## config.mk

```make
export PLATFORM = sky130hd
export DESIGN_NAME = deque_with_value_removal_core
export DESIGN_NICKNAME = d
export VERILOG_FILES = /design/src/hw/rtl/dqvr_pkg.sv /design/src/hw/rtl/dqvr_dpath.sv /design/src/hw/rtl/dqvr_ctrl.sv /design/src/hw/rtl/deque_with_value_removal_core.sv
export VERILOG_INCLUDE_DIRS = /design/src /design/src/hw/rtl
export SDC_FILE = /design/constraint.sdc
export NUM_CORES = 1
export LEC_CHECK = 0
export BUFFER_PORTS_ARGS = -buffer_cell sky130_fd_sc_hd__buf_4
export CORE_UTILIZATION = 30
export DETAILED_ROUTE_END_ITERATION = 10
export HOLD_SLACK_MARGIN = 0.08
export RECOVER_POWER = 25
export SYNTH_ARGS = -nofsm -noshare
export SYNTH_HDL_FRONTEND = slang
export SYNTH_SLANG_ARGS = --single-unit
```

## constraint.sdc

```tcl
create_clock -name i_clk -period 6.45 [get_ports i_clk]
set_clock_uncertainty 0.1 [all_clocks]
set_input_delay 0.3225 -clock i_clk [delete_from_list [all_inputs] [get_ports i_clk]]
set_output_delay 0.3225 -clock i_clk [all_outputs]
set_load 0.005 [all_outputs]
```

## src/hw/rtl/deque_with_value_removal_core_macros.svh

```systemverilog
// Assertion macros shared by the deque RTL.
// Each macro expects i_clk and i_rst_n in the scope where it is used.
`ifndef DEQUE_WITH_VALUE_REMOVAL_CORE_MACROS_SVH
`define DEQUE_WITH_VALUE_REMOVAL_CORE_MACROS_SVH

// The consequent must hold in the same cycle as the antecedent.
`define DQVR_ASSERT_NOW(lbl, ante, cons, msg) \
    lbl: assert property (@(posedge i_clk) disable iff (!i_rst_n) \
        (ante) |-> (cons)) else $error(msg);

// The consequent must hold in the cycle after the antecedent.
`define DQVR_ASSERT_NEXT(lbl, ante, cons, msg) \
    lbl: assert property (@(posedge i_clk) disable iff (!i_rst_n) \
        (ante) |=> (cons)) else $error(msg);

`endif

```

## src/hw/rtl/dqvr_pkg.sv

```systemverilog
// Shared types, constants and helpers for the deque core.
// No dependencies; used by the controller, the datapath and the top level.
package dqvr_pkg;

    // Store geometry.
    localparam int DEPTH = 16;
    localparam int IW    = $clog2(DEPTH);
    localparam int CW    = $clog2(DEPTH + 1);
    localparam int SW    = CW + 1;

    // Stream widths.
    localparam int ACT_W       = 3;
    localparam int VAL_W       = 32;
    localparam int IN_TDATA_W  = 40;
    localparam int OUT_TDATA_W = 32;
    localparam int STATUS_W    = 2;

    // Action codes.
    typedef enum logic [ACT_W-1:0] {
        ACT_INS_FRONT = 3'd0,
        ACT_INS_BACK  = 3'd1,
        ACT_REM_FRONT = 3'd2,
        ACT_REM_BACK  = 3'd3,
        ACT_REM_VALUE = 3'd4,
        ACT_LIST_FWD  = 3'd5,
        ACT_LIST_BWD  = 3'd6
    } t_action;

    // Result status codes.
    typedef enum logic [STATUS_W-1:0] {
        ST_OK        = 2'd0,
        ST_EMPTY     = 2'd1,
        ST_NOT_FOUND = 2'd2,
        ST_FULL      = 2'd3
    } t_status;

    // Read address selection, as offsets from the front.
    typedef enum logic [1:0] {
        RS_FWD      = 2'd0,
        RS_FWD_NEXT = 2'd1,
        RS_BACK     = 2'd2,
        RS_BWD      = 2'd3
    } t_rsel;

    // Write address selection.
    typedef enum logic [1:0] {
        WS_FRONT_M1 = 2'd0,
        WS_BACK     = 2'd1,
        WS_FWD      = 2'd2
    } t_wsel;

    // Result value selection.
    typedef enum logic [1:0] {
        VS_ZERO  = 2'd0,
        VS_INPUT = 2'd1,
        VS_READ  = 2'd2
    } t_vsel;

    // Commands from the controller to the datapath.
    typedef struct packed {
        logic    load;
        t_rsel   rsel;
        logic    we;
        t_wsel   wsel;
        logic    wdata_rd;
        logic    front_inc;
        logic    front_dec;
        logic    cnt_inc;
        logic    cnt_dec;
        logic    idx_inc;
        logic    emit;
        t_status emit_status;
        t_vsel   emit_vsel;
        logic    emit_last;
    } t_cmd;

    // Status from the datapath to the controller.
    typedef struct packed {
        logic [ACT_W-1:0] act;
        logic             empty;
        logic             full;
        logic             match;
        logic             idx_last;
        logic             out_free;
    } t_sts;

    // Circular index: base plus an offset of at most DEPTH, modulo DEPTH.
    function automatic logic [IW-1:0] f_wrap(input logic [IW-1:0] base,
                                             input logic [CW-1:0] off);
        logic [SW-1:0] s;
        s = SW'(base) + SW'(off);
        if (s >= SW'(DEPTH)) begin
            s = s - SW'(DEPTH);
        end
        return s[IW-1:0];
    endfunction

endpackage

```

## src/hw/rtl/dqvr_dpath.sv

```systemverilog
// Datapath of the deque core: entry store, front and count registers,
// walk index and result register. Depends on dqvr_pkg and the macro header.
`include "deque_with_value_removal_core_macros.svh"

module dqvr_dpath import dqvr_pkg::*; (
    input  logic                i_clk,
    input  logic                i_rst_n,
    input  logic [ACT_W-1:0]    i_act,
    input  logic [VAL_W-1:0]    i_val,
    input  t_cmd                i_cmd,
    output t_sts                o_sts,
    input  logic                i_out_ready,
    output logic                o_out_valid,
    output logic [STATUS_W-1:0] o_out_status,
    output logic [VAL_W-1:0]    o_out_value,
    output logic                o_out_last
);

    logic [VAL_W-1:0]    r_mem [DEPTH];
    logic [VAL_W-1:0]    r_rdata;
    logic [ACT_W-1:0]    r_act;
    logic [VAL_W-1:0]    r_val;
    logic [IW-1:0]       r_front;
    logic [CW-1:0]       r_count;
    logic [IW-1:0]       r_idx;
    logic                r_o_valid;
    logic [STATUS_W-1:0] r_o_status;
    logic [VAL_W-1:0]    r_o_value;
    logic                r_o_last;

    logic [CW-1:0]       idx_ext;
    logic [CW-1:0]       roff;
    logic [IW-1:0]       raddr;
    logic [IW-1:0]       waddr;
    logic [VAL_W-1:0]    wdata;
    logic [IW-1:0]       front_m1;
    logic [IW-1:0]       front_p1;
    logic [VAL_W-1:0]    emit_value;
    logic                out_free;

    assign idx_ext  = CW'(r_idx);
    assign front_m1 = f_wrap(r_front, CW'(DEPTH - 1));
    assign front_p1 = f_wrap(r_front, CW'(1));
    assign out_free = !r_o_valid || i_out_ready;

    // Read offset from the front.
    always_comb begin
        case (i_cmd.rsel)
            RS_FWD:      roff = idx_ext;
            RS_FWD_NEXT: roff = idx_ext + CW'(1);
            RS_BACK:     roff = r_count - CW'(1);
            RS_BWD:      roff = r_count - CW'(1) - idx_ext;
            default:     roff = idx_ext;
        endcase
    end

    assign raddr = f_wrap(r_front, roff);

    // Write address and data.
    always_comb begin
        case (i_cmd.wsel)
            WS_FRONT_M1: waddr = front_m1;
            WS_BACK:     waddr = f_wrap(r_front, r_count);
            WS_FWD:      waddr = f_wrap(r_front, idx_ext);
            default:     waddr = f_wrap(r_front, idx_ext);
        endcase
    end

    assign wdata = i_cmd.wdata_rd ? r_rdata : r_val;

    // Entry store with a registered read port.
    always_ff @(posedge i_clk) begin
        if (i_cmd.we) begin
            r_mem[waddr] <= wdata;
        end
        r_rdata <= r_mem[raddr];
    end

    // Request capture.
    always_ff @(posedge i_clk) begin
        if (i_cmd.load) begin
            r_act <= i_act;
            r_val <= i_val;
        end
    end

    // Front, count and walk index.
    always_ff @(posedge i_clk) begin
        if (!i_rst_n) begin
            r_front <= '0;
            r_count <= '0;
            r_idx   <= '0;
        end else begin
            if (i_cmd.front_dec) begin
                r_front <= front_m1;
            end else if (i_cmd.front_inc) begin
                r_front <= front_p1;
            end
            if (i_cmd.cnt_inc) begin
                r_count <= r_count + CW'(1);
            end else if (i_cmd.cnt_dec) begin
                r_count <= r_count - CW'(1);
            end
            if (i_cmd.load) begin
                r_idx <= '0;
            end else if (i_cmd.idx_inc) begin
                r_idx <= r_idx + IW'(1);
            end
        end
    end

    // Result value selection.
    always_comb begin
        case (i_cmd.emit_vsel)
            VS_ZERO:  emit_value = '0;
            VS_INPUT: emit_value = r_val;
            VS_READ:  emit_value = r_rdata;
            default:  emit_value = '0;
        endcase
    end

    // Result register: holds one result while the receiver stalls.
    always_ff @(posedge i_clk) begin
        if (!i_rst_n) begin
            r_o_valid <= 1'b0;
        end else if (i_cmd.emit) begin
            r_o_valid <= 1'b1;
        end else if (i_out_ready) begin
            r_o_valid <= 1'b0;
        end
    end

    always_ff @(posedge i_clk) begin
        if (i_cmd.emit) begin
            r_o_status <= i_cmd.emit_status;
            r_o_value  <= emit_value;
            r_o_last   <= i_cmd.emit_last;
        end
    end

    assign o_out_valid  = r_o_valid;
    assign o_out_status = r_o_status;
    assign o_out_value  = r_o_value;
    assign o_out_last   = r_o_last;

    // Status toward the controller.
    assign o_sts.act      = r_act;
    assign o_sts.empty    = (r_count == '0);
    assign o_sts.full     = (r_count == CW'(DEPTH));
    assign o_sts.match    = (r_rdata == r_val);
    assign o_sts.idx_last = ((idx_ext + CW'(1)) == r_count);
    assign o_sts.out_free = out_free;

    // A new result never overwrites one the receiver has not taken.
    `DQVR_ASSERT_NOW(a_emit_free, i_cmd.emit, !r_o_valid || i_out_ready, "result overwritten")
    // Inserts only happen with room in the store.
    `DQVR_ASSERT_NOW(a_ins_room, i_cmd.cnt_inc, r_count < CW'(DEPTH), "insert into full store")
    // Removals only happen on a non-empty store.
    `DQVR_ASSERT_NOW(a_rem_live, i_cmd.cnt_dec, r_count != '0, "removal from empty store")
    // An emitted result is presented in the following cycle.
    `DQVR_ASSERT_NEXT(a_emit_shown, i_cmd.emit, r_o_valid, "emitted result not presented")

endmodule

```

## src/hw/rtl/dqvr_ctrl.sv

```systemverilog
// Controller of the deque core: one-hot state machine that sequences the
// datapath for each request. Depends on dqvr_pkg.
module dqvr_ctrl import dqvr_pkg::*; (
    input  logic i_clk,
    input  logic i_rst_n,
    input  logic i_in_valid,
    output logic o_in_ready,
    input  t_sts i_sts,
    output t_cmd o_cmd
);

    typedef enum logic [9:0] {
        S_IDLE     = 10'b00_0000_0001,
        S_EXEC     = 10'b00_0000_0010,
        S_POP      = 10'b00_0000_0100,
        S_SCAN_RD  = 10'b00_0000_1000,
        S_SCAN_CHK = 10'b00_0001_0000,
        S_SH_RD    = 10'b00_0010_0000,
        S_SH_WR    = 10'b00_0100_0000,
        S_DONE     = 10'b00_1000_0000,
        S_LS_RD    = 10'b01_0000_0000,
        S_LS_EMIT  = 10'b10_0000_0000
    } t_state;

    t_state r_state;
    t_state n_state;
    t_cmd   cmd;

    always_ff @(posedge i_clk) begin
        if (!i_rst_n) begin
            r_state <= S_IDLE;
        end else begin
            r_state <= n_state;
        end
    end

    // Next state and command decode.
    always_comb begin
        n_state         = r_state;
        cmd             = '0;
        cmd.rsel        = RS_FWD;
        cmd.wsel        = WS_FWD;
        cmd.emit_status = ST_OK;
        cmd.emit_vsel   = VS_ZERO;
        cmd.emit_last   = 1'b1;

        case (r_state)
            S_IDLE: begin
                if (i_in_valid) begin
                    cmd.load = 1'b1;
                    n_state  = S_EXEC;
                end
            end

            S_EXEC: begin
                case (i_sts.act)
                    ACT_INS_FRONT, ACT_INS_BACK: begin
                        if (i_sts.out_free) begin
                            cmd.emit = 1'b1;
                            n_state  = S_IDLE;
                            if (i_sts.full) begin
                                cmd.emit_status = ST_FULL;
                            end else begin
                                cmd.we        = 1'b1;
                                cmd.wsel      = (i_sts.act == ACT_INS_FRONT) ?
                                                WS_FRONT_M1 : WS_BACK;
                                cmd.front_dec = (i_sts.act == ACT_INS_FRONT);
                                cmd.cnt_inc   = 1'b1;
                                cmd.emit_vsel = VS_INPUT;
                            end
                        end
                    end
                    ACT_REM_FRONT, ACT_REM_BACK, ACT_REM_VALUE,
                    ACT_LIST_FWD, ACT_LIST_BWD: begin
                        if (i_sts.empty) begin
                            if (i_sts.out_free) begin
                                cmd.emit        = 1'b1;
                                cmd.emit_status = ST_EMPTY;
                                n_state         = S_IDLE;
                            end
                        end else if (i_sts.act == ACT_REM_FRONT) begin
                            cmd.rsel = RS_FWD;
                            n_state  = S_POP;
                        end else if (i_sts.act == ACT_REM_BACK) begin
                            cmd.rsel = RS_BACK;
                            n_state  = S_POP;
                        end else if (i_sts.act == ACT_REM_VALUE) begin
                            n_state = S_SCAN_RD;
                        end else begin
                            n_state = S_LS_RD;
                        end
                    end
                    default: begin
                        n_state = S_IDLE;
                    end
                endcase
            end

            // Take the end entry once it has been read.
            S_POP: begin
                cmd.rsel = (i_sts.act == ACT_REM_FRONT) ? RS_FWD : RS_BACK;
                if (i_sts.out_free) begin
                    cmd.emit      = 1'b1;
                    cmd.emit_vsel = VS_READ;
                    cmd.cnt_dec   = 1'b1;
                    cmd.front_inc = (i_sts.act == ACT_REM_FRONT);
                    n_state       = S_IDLE;
                end
            end

            // Search from the front for the first equal entry.
            S_SCAN_RD: begin
                cmd.rsel = RS_FWD;
                n_state  = S_SCAN_CHK;
            end

            S_SCAN_CHK: begin
                cmd.rsel = RS_FWD;
                if (i_sts.match) begin
                    n_state = S_SH_RD;
                end else if (i_sts.idx_last) begin
                    if (i_sts.out_free) begin
                        cmd.emit        = 1'b1;
                        cmd.emit_status = ST_NOT_FOUND;
                        n_state         = S_IDLE;
                    end
                end else begin
                    cmd.idx_inc = 1'b1;
                    n_state     = S_SCAN_RD;
                end
            end

            // Close the gap: move each later entry one place forward.
            S_SH_RD: begin
                cmd.rsel = RS_FWD_NEXT;
                if (i_sts.idx_last) begin
                    n_state = S_DONE;
                end else begin
                    n_state = S_SH_WR;
                end
            end

            S_SH_WR: begin
                cmd.we       = 1'b1;
                cmd.wsel     = WS_FWD;
                cmd.wdata_rd = 1'b1;
                cmd.idx_inc  = 1'b1;
                n_state      = S_SH_RD;
            end

            S_DONE: begin
                if (i_sts.out_free) begin
                    cmd.emit      = 1'b1;
                    cmd.emit_vsel = VS_INPUT;
                    cmd.cnt_dec   = 1'b1;
                    n_state       = S_IDLE;
                end
            end

            // Listing: one read and one result per entry.
            S_LS_RD: begin
                cmd.rsel = (i_sts.act == ACT_LIST_FWD) ? RS_FWD : RS_BWD;
                n_state  = S_LS_EMIT;
            end

            S_LS_EMIT: begin
                cmd.rsel = (i_sts.act == ACT_LIST_FWD) ? RS_FWD : RS_BWD;
                if (i_sts.out_free) begin
                    cmd.emit      = 1'b1;
                    cmd.emit_vsel = VS_READ;
                    cmd.emit_last = i_sts.idx_last;
                    if (i_sts.idx_last) begin
                        n_state = S_IDLE;
                    end else begin
                        cmd.idx_inc = 1'b1;
                        n_state     = S_LS_RD;
                    end
                end
            end

            default: begin
                n_state = S_IDLE;
            end
        endcase
    end

    assign o_in_ready = (r_state == S_IDLE);
    assign o_cmd      = cmd;

endmodule

```

## src/hw/rtl/deque_with_value_removal_core.sv

```systemverilog
// Bounded double-ended queue of signed 32-bit values, 16 entries.
// Slave stream: one request per beat; tdata carries the action and a value.
// Master stream: results; tdata is the value, tuser the status, tlast marks
// the final result of a request. Every request except the undefined action
// gives at least one result.
// Steps per request: an insert, or a request on an empty or full store, is
// answered from the execute state; an end removal reads the end entry and
// then answers; a listing reads each entry and then emits it; a removal by
// value reads and compares each entry from the front, then moves each later
// entry forward with a read and a write, and answers; a missing value is
// answered after the last compare. The undefined action gives no result.
// The slave side is ready again as soon as the last result is loaded.
// One request is processed at a time; the controller walks the store through
// a single registered read port, which sets the pace of each request.
// The result register lets the next request be accepted while the last
// result still waits; when the receiver stalls, work that must emit waits.
// Reset empties the queue at once; entry contents are undefined until written.
// Depends on dqvr_pkg, dqvr_ctrl and dqvr_dpath.
module deque_with_value_removal_core import dqvr_pkg::*; (
    input  logic                   i_clk,
    input  logic                   i_rst_n,
    input  logic                   s_axis_tvalid,
    output logic                   s_axis_tready,
    // tdata: action [2:0], item_value [34:3], zero padding [39:35]
    input  logic [IN_TDATA_W-1:0]  s_axis_tdata,
    output logic                   m_axis_tvalid,
    input  logic                   m_axis_tready,
    // tdata: result_value [31:0]
    output logic [OUT_TDATA_W-1:0] m_axis_tdata,
    // tuser: status [1:0]
    output logic [STATUS_W-1:0]    m_axis_tuser,
    output logic                   m_axis_tlast
);

    t_cmd             cmd;
    t_sts             sts;
    logic [ACT_W-1:0] in_act;
    logic [VAL_W-1:0] in_val;

    // Unpack the request fields.
    assign in_act = s_axis_tdata[ACT_W-1:0];
    assign in_val = s_axis_tdata[ACT_W+VAL_W-1:ACT_W];

    dqvr_ctrl u_ctrl (
        .i_clk      (i_clk),
        .i_rst_n    (i_rst_n),
        .i_in_valid (s_axis_tvalid),
        .o_in_ready (s_axis_tready),
        .i_sts      (sts),
        .o_cmd      (cmd)
    );

    dqvr_dpath u_dpath (
        .i_clk        (i_clk),
        .i_rst_n      (i_rst_n),
        .i_act        (in_act),
        .i_val        (in_val),
        .i_cmd        (cmd),
        .o_sts        (sts),
        .i_out_ready  (m_axis_tready),
        .o_out_valid  (m_axis_tvalid),
        .o_out_status (m_axis_tuser),
        .o_out_value  (m_axis_tdata),
        .o_out_last   (m_axis_tlast)
    );

endmodule

```

==> results.md <==
- Count of flip-flops with a built-in enable after synthesis: 582
- Instance area after placement: roughly 0.028 mm2
- Hold Crit Class: input port to register
- Fraction of layout instances using a drive strength above 1: 0.229
- Dominant synthesized flop cell: sky130_fd_sc_hd__edfxtp_1
- Proportion of synthesized flip-flops having asynchronous set or reset: 0
- Leakage Power: around 9.8 nW
- Post-synthesis cell type with the largest combined area: sky130_fd_sc_hd__edfxtp_1
- Post-synth top area share: 0.672
- Number of clock sinks seen by CTS: ~640
- Synth unique cells: 77
- Maximum number of pins on one net before global-route repair: 70
- Post-Synthesis Cells: around 1.4k
- Post-route DRC: 0
- Synthesized netlist net count: 1453
- Number of synthesis warnings: 0
- Setup repair after global routing missed its margin: no
- Fillers: between 7k and 8k
- Fmax: ~180 MHz
- Number of hold-slack violations in the final timing report: 0
- Number of rows created at floorplan: 107
- Violated checks: capacitance limit, slew limit
- Minimum period implied by the final worst setup slack: 5.58 ns
- Data arrival time of the worst path: 5.77 ns
- Placed insts: roughly 2.6k
- Largest cells by area after synthesis: sky130_fd_sc_hd__edfxtp_1, sky130_fd_sc_hd__mux4_2, sky130_fd_sc_hd__dfxtp_1, sky130_fd_sc_hd__mux2i_1, sky130_fd_sc_hd__xnor2_1
- Clock latency reported for the late side of the worst-skew pair: ~0.61 ns
- Final net count: 1596
- Minimum setup slack after placement: 1.15 ns
- Share of the clock period used by the worst path after layout: 0.865
- # setup viols final: 0
- Critical path, cell by cell: nor4_1 -> clkbuf_1 -> nand3_1 -> or4b_1 -> o21ai_0 -> ha_1 -> inv_1 -> fa_1 -> xnor2_1 -> a21oi_1 -> and2_1 -> a21oi_1 -> nor2_4 -> buf_4
- Overall die area: around 0.09 mm2
- Most Frequent Cell on Critical Path: sky130_fd_sc_hd__a21oi_1
- Total I/O pin count: 81
- Standard cell with the maximum stage delay on the critical path: sky130_fd_sc_hd__nor2_4
- Total half-perimeter wirelength after legalization and detailed placement: approximately 35000 um
- Largest fanout of any net on the critical path: 21
- Total via count in the routed design: 13.4k
- Final cell count without fillers: ~2.7k
- Initial DRC count: 1239
- Final global-route overflow total: 0
- Outcome: finished with violations
- Maximum count of clock buffers along a single path: 3
- Post-layout utilization of the core: 0.358
- Final estimated routing congestion in global placement: ~0.86
- First-pass iteration count of the detailed router: 7
- Inserted Diodes: 0
- Peak supply drop: a little over 0.0002 V
- Area delta synth->final: 17.9%
- Nature of the critical path startpoint: register
- Global-route wire length before repair: around 90000 um
- Mapped Area: roughly 0.026 mm2
- Avg Vias per Cell: ~5
- Commonest cells in the synthesized netlist: sky130_fd_sc_hd__edfxtp_1, sky130_fd_sc_hd__mux4_2, sky130_fd_sc_hd__mux2i_1
- Total core area: around 0.086 mm2
- Post-detailed-routing wire length: slightly above 60000 um
- Most frequent cell after synthesis: sky130_fd_sc_hd__edfxtp_1
- Flop and latch count out of synthesis: around 640
- CTS H-tree depth: 3
- Met3 usage in global routing: 0.0282
- Width of the die: roughly 300 um
- Routing usage on met2: 0.227
- Average wire length per cell after detail routing: 22.6 um
- Fin Setup TNS: 0 ns
- Delay of the slowest cell on the worst path: 0.87 ns
- Highest-utilization routing layer at the global route stage: met2
- Met1 layer usage reported by global route: 0.198
- Effective utilization at floorplan: 0.304
- Remaining antenna violation count: 0
- Sequential cell area in the final layout: approximately 0.019 mm2
- Overall routing resource usage: 0.142
- Initial antenna violation count: 2
- Multi-input logic area: 0.00714 mm2
- Buffer cell driving the clock tree root: sky130_fd_sc_hd__clkbuf_16
- Setup crit end kind: register
- Start-to-end type of the worst setup path: register to register
- Vias in the first global route: between 10k and 15k
- Final worst-path setup slack: about 0.87 ns
- Total count of max-transition violations in the final report: 34
- Clock buffers created by TritonCTS: 67
- Clock tree from TritonCTS: built
- Pwr dens: 309 mW/mm2
- Proportion of synthesized chip area in sequential cells: 0.715
- Critical path required time: ~6.6 ns
- Post-synthesis average cell area: between 15 and 20 um2
- Vertical die dimension: between 200 and 300 um
- Slew @ Worst Pin: roughly 2.5 ns
- Clock slew at reported path FFs: about 0.06 ns
- Fin area: just over 0.03 mm2
- Worst slew margin relative to its limit: -0.662
- MaxCap Viol Count: 1
- Count of input and output buffers: 75
-- per-layer routing --
metal  up-vias  part of all wire
met1      7028              0.46
met4         2             0.021
met5         -           0.00021
li1       5881                 -
met2       394              0.47
met3        98             0.056
-- per-stage QoR --
step	hold slack (ns)	power [W]
finish	0.113	0.00947
global route	0.115	0.00977
CTS	0.0826	0.00957
floorplan	0.321	0.00535
detailed placement	0.402	0.00563
global placement	0.402	0.00560
-- where the power goes --
group          internal, W  total [W]  switching, W
registers          0.00475    0.00484     0.0000903
clock network      0.00233    0.00393       0.00160
logic             0.000242   0.000694      0.000452
-- worst paths after layout --
check | depth (start not counted) | slack (ns) | start | to
setup / recovery | 14 | 0.87 | u_ctrl.r_state[4]$_SDFFE_PN0P_ | u_dpath.r_mem[3][28]$_DFFE_PP_
hold reg to reg | 2 | 0.51 | u_dpath.r_count[1]$_SDFFE_PN0P_ | u_dpath.r_count[1]$_SDFFE_PN0P_
setup reg to reg | 14 | 0.87 | u_ctrl.r_state[4]$_SDFFE_PN0P_ | u_dpath.r_mem[3][28]$_DFFE_PP_
hold / removal | 4 | 0.11 | m_axis_tready | u_ctrl.r_state[0]$_SDFFE_PN1P_
-- cells by family (layout without fill, tap and decap cells) --
logic type,count (synthesis),count (layout),share of synthesized area
fa+ha+maj,20,20,0.0105
buf+inv,87,282,0.0155
xor+xnor,61,61,0.0213
mux,261,261,0.164
compound gates,119,119,0.0314
simple gates,203,203,0.0427
flops,638,638,0.715
-- critical path, delay by kind of cell, from the launching register on --
family / cells / cell delay [ns]
AOI/OAI and AO/OA: 3 / 0.76
xor gates and xnor gates: 1 / 0.18
adders and majority gates: 2 / 0.65
buffers and inverters: 3 / 0.87
DFF: 1 / 0.37
and+or+nand+nor: 5 / 2.31
-- sequential cells by signal (all words and copies together) (netlist names) --
register and flops:
u_dpath.r_count 5, u_dpath.o_out_valid 1, u_dpath.r_idx 4, u_dpath.o_out_last 1, u_dpath.r_front 4, u_dpath.r_rdata 32
u_dpath.r_mem 512, u_dpath.r_act 3, u_dpath.r_val 32, u_ctrl.r_state 10, u_dpath.o_out_status 2, u_dpath.o_out_value 32
-- layout by cell type, fill, tap and decap left out, drive strengths merged, types with 24 or more instances in the layout --
master	n
xnor2	51
mux2	34
nand2	25
dfxtp	56
clkbuf	171
mux4	128
dlygate4sd3	36
a22oi	36
nor2	78
edfxtp	582
mux2i	99
buf	32
inv	24
-- cell type report --
type | count | area share
flip-flops and latches | 638 | 0.607
multi-input cells | 664 | 0.233
clock buffers | 98 | 0.0641
well taps | 1144 | 0.0467
repair buffers | 141 | 0.0377
clock inverters | 23 | 0.00955
inverters | 20 | 0.00245
-- repair_timing --
item / CTS / global route
gates resized for setup: 0 / 0
hold buffers: 36 / 0
buffers inserted: 0 / 0
hold endpoints to repair: 57 / 0
No activity file was read; power rests on OpenSTA's default activity.
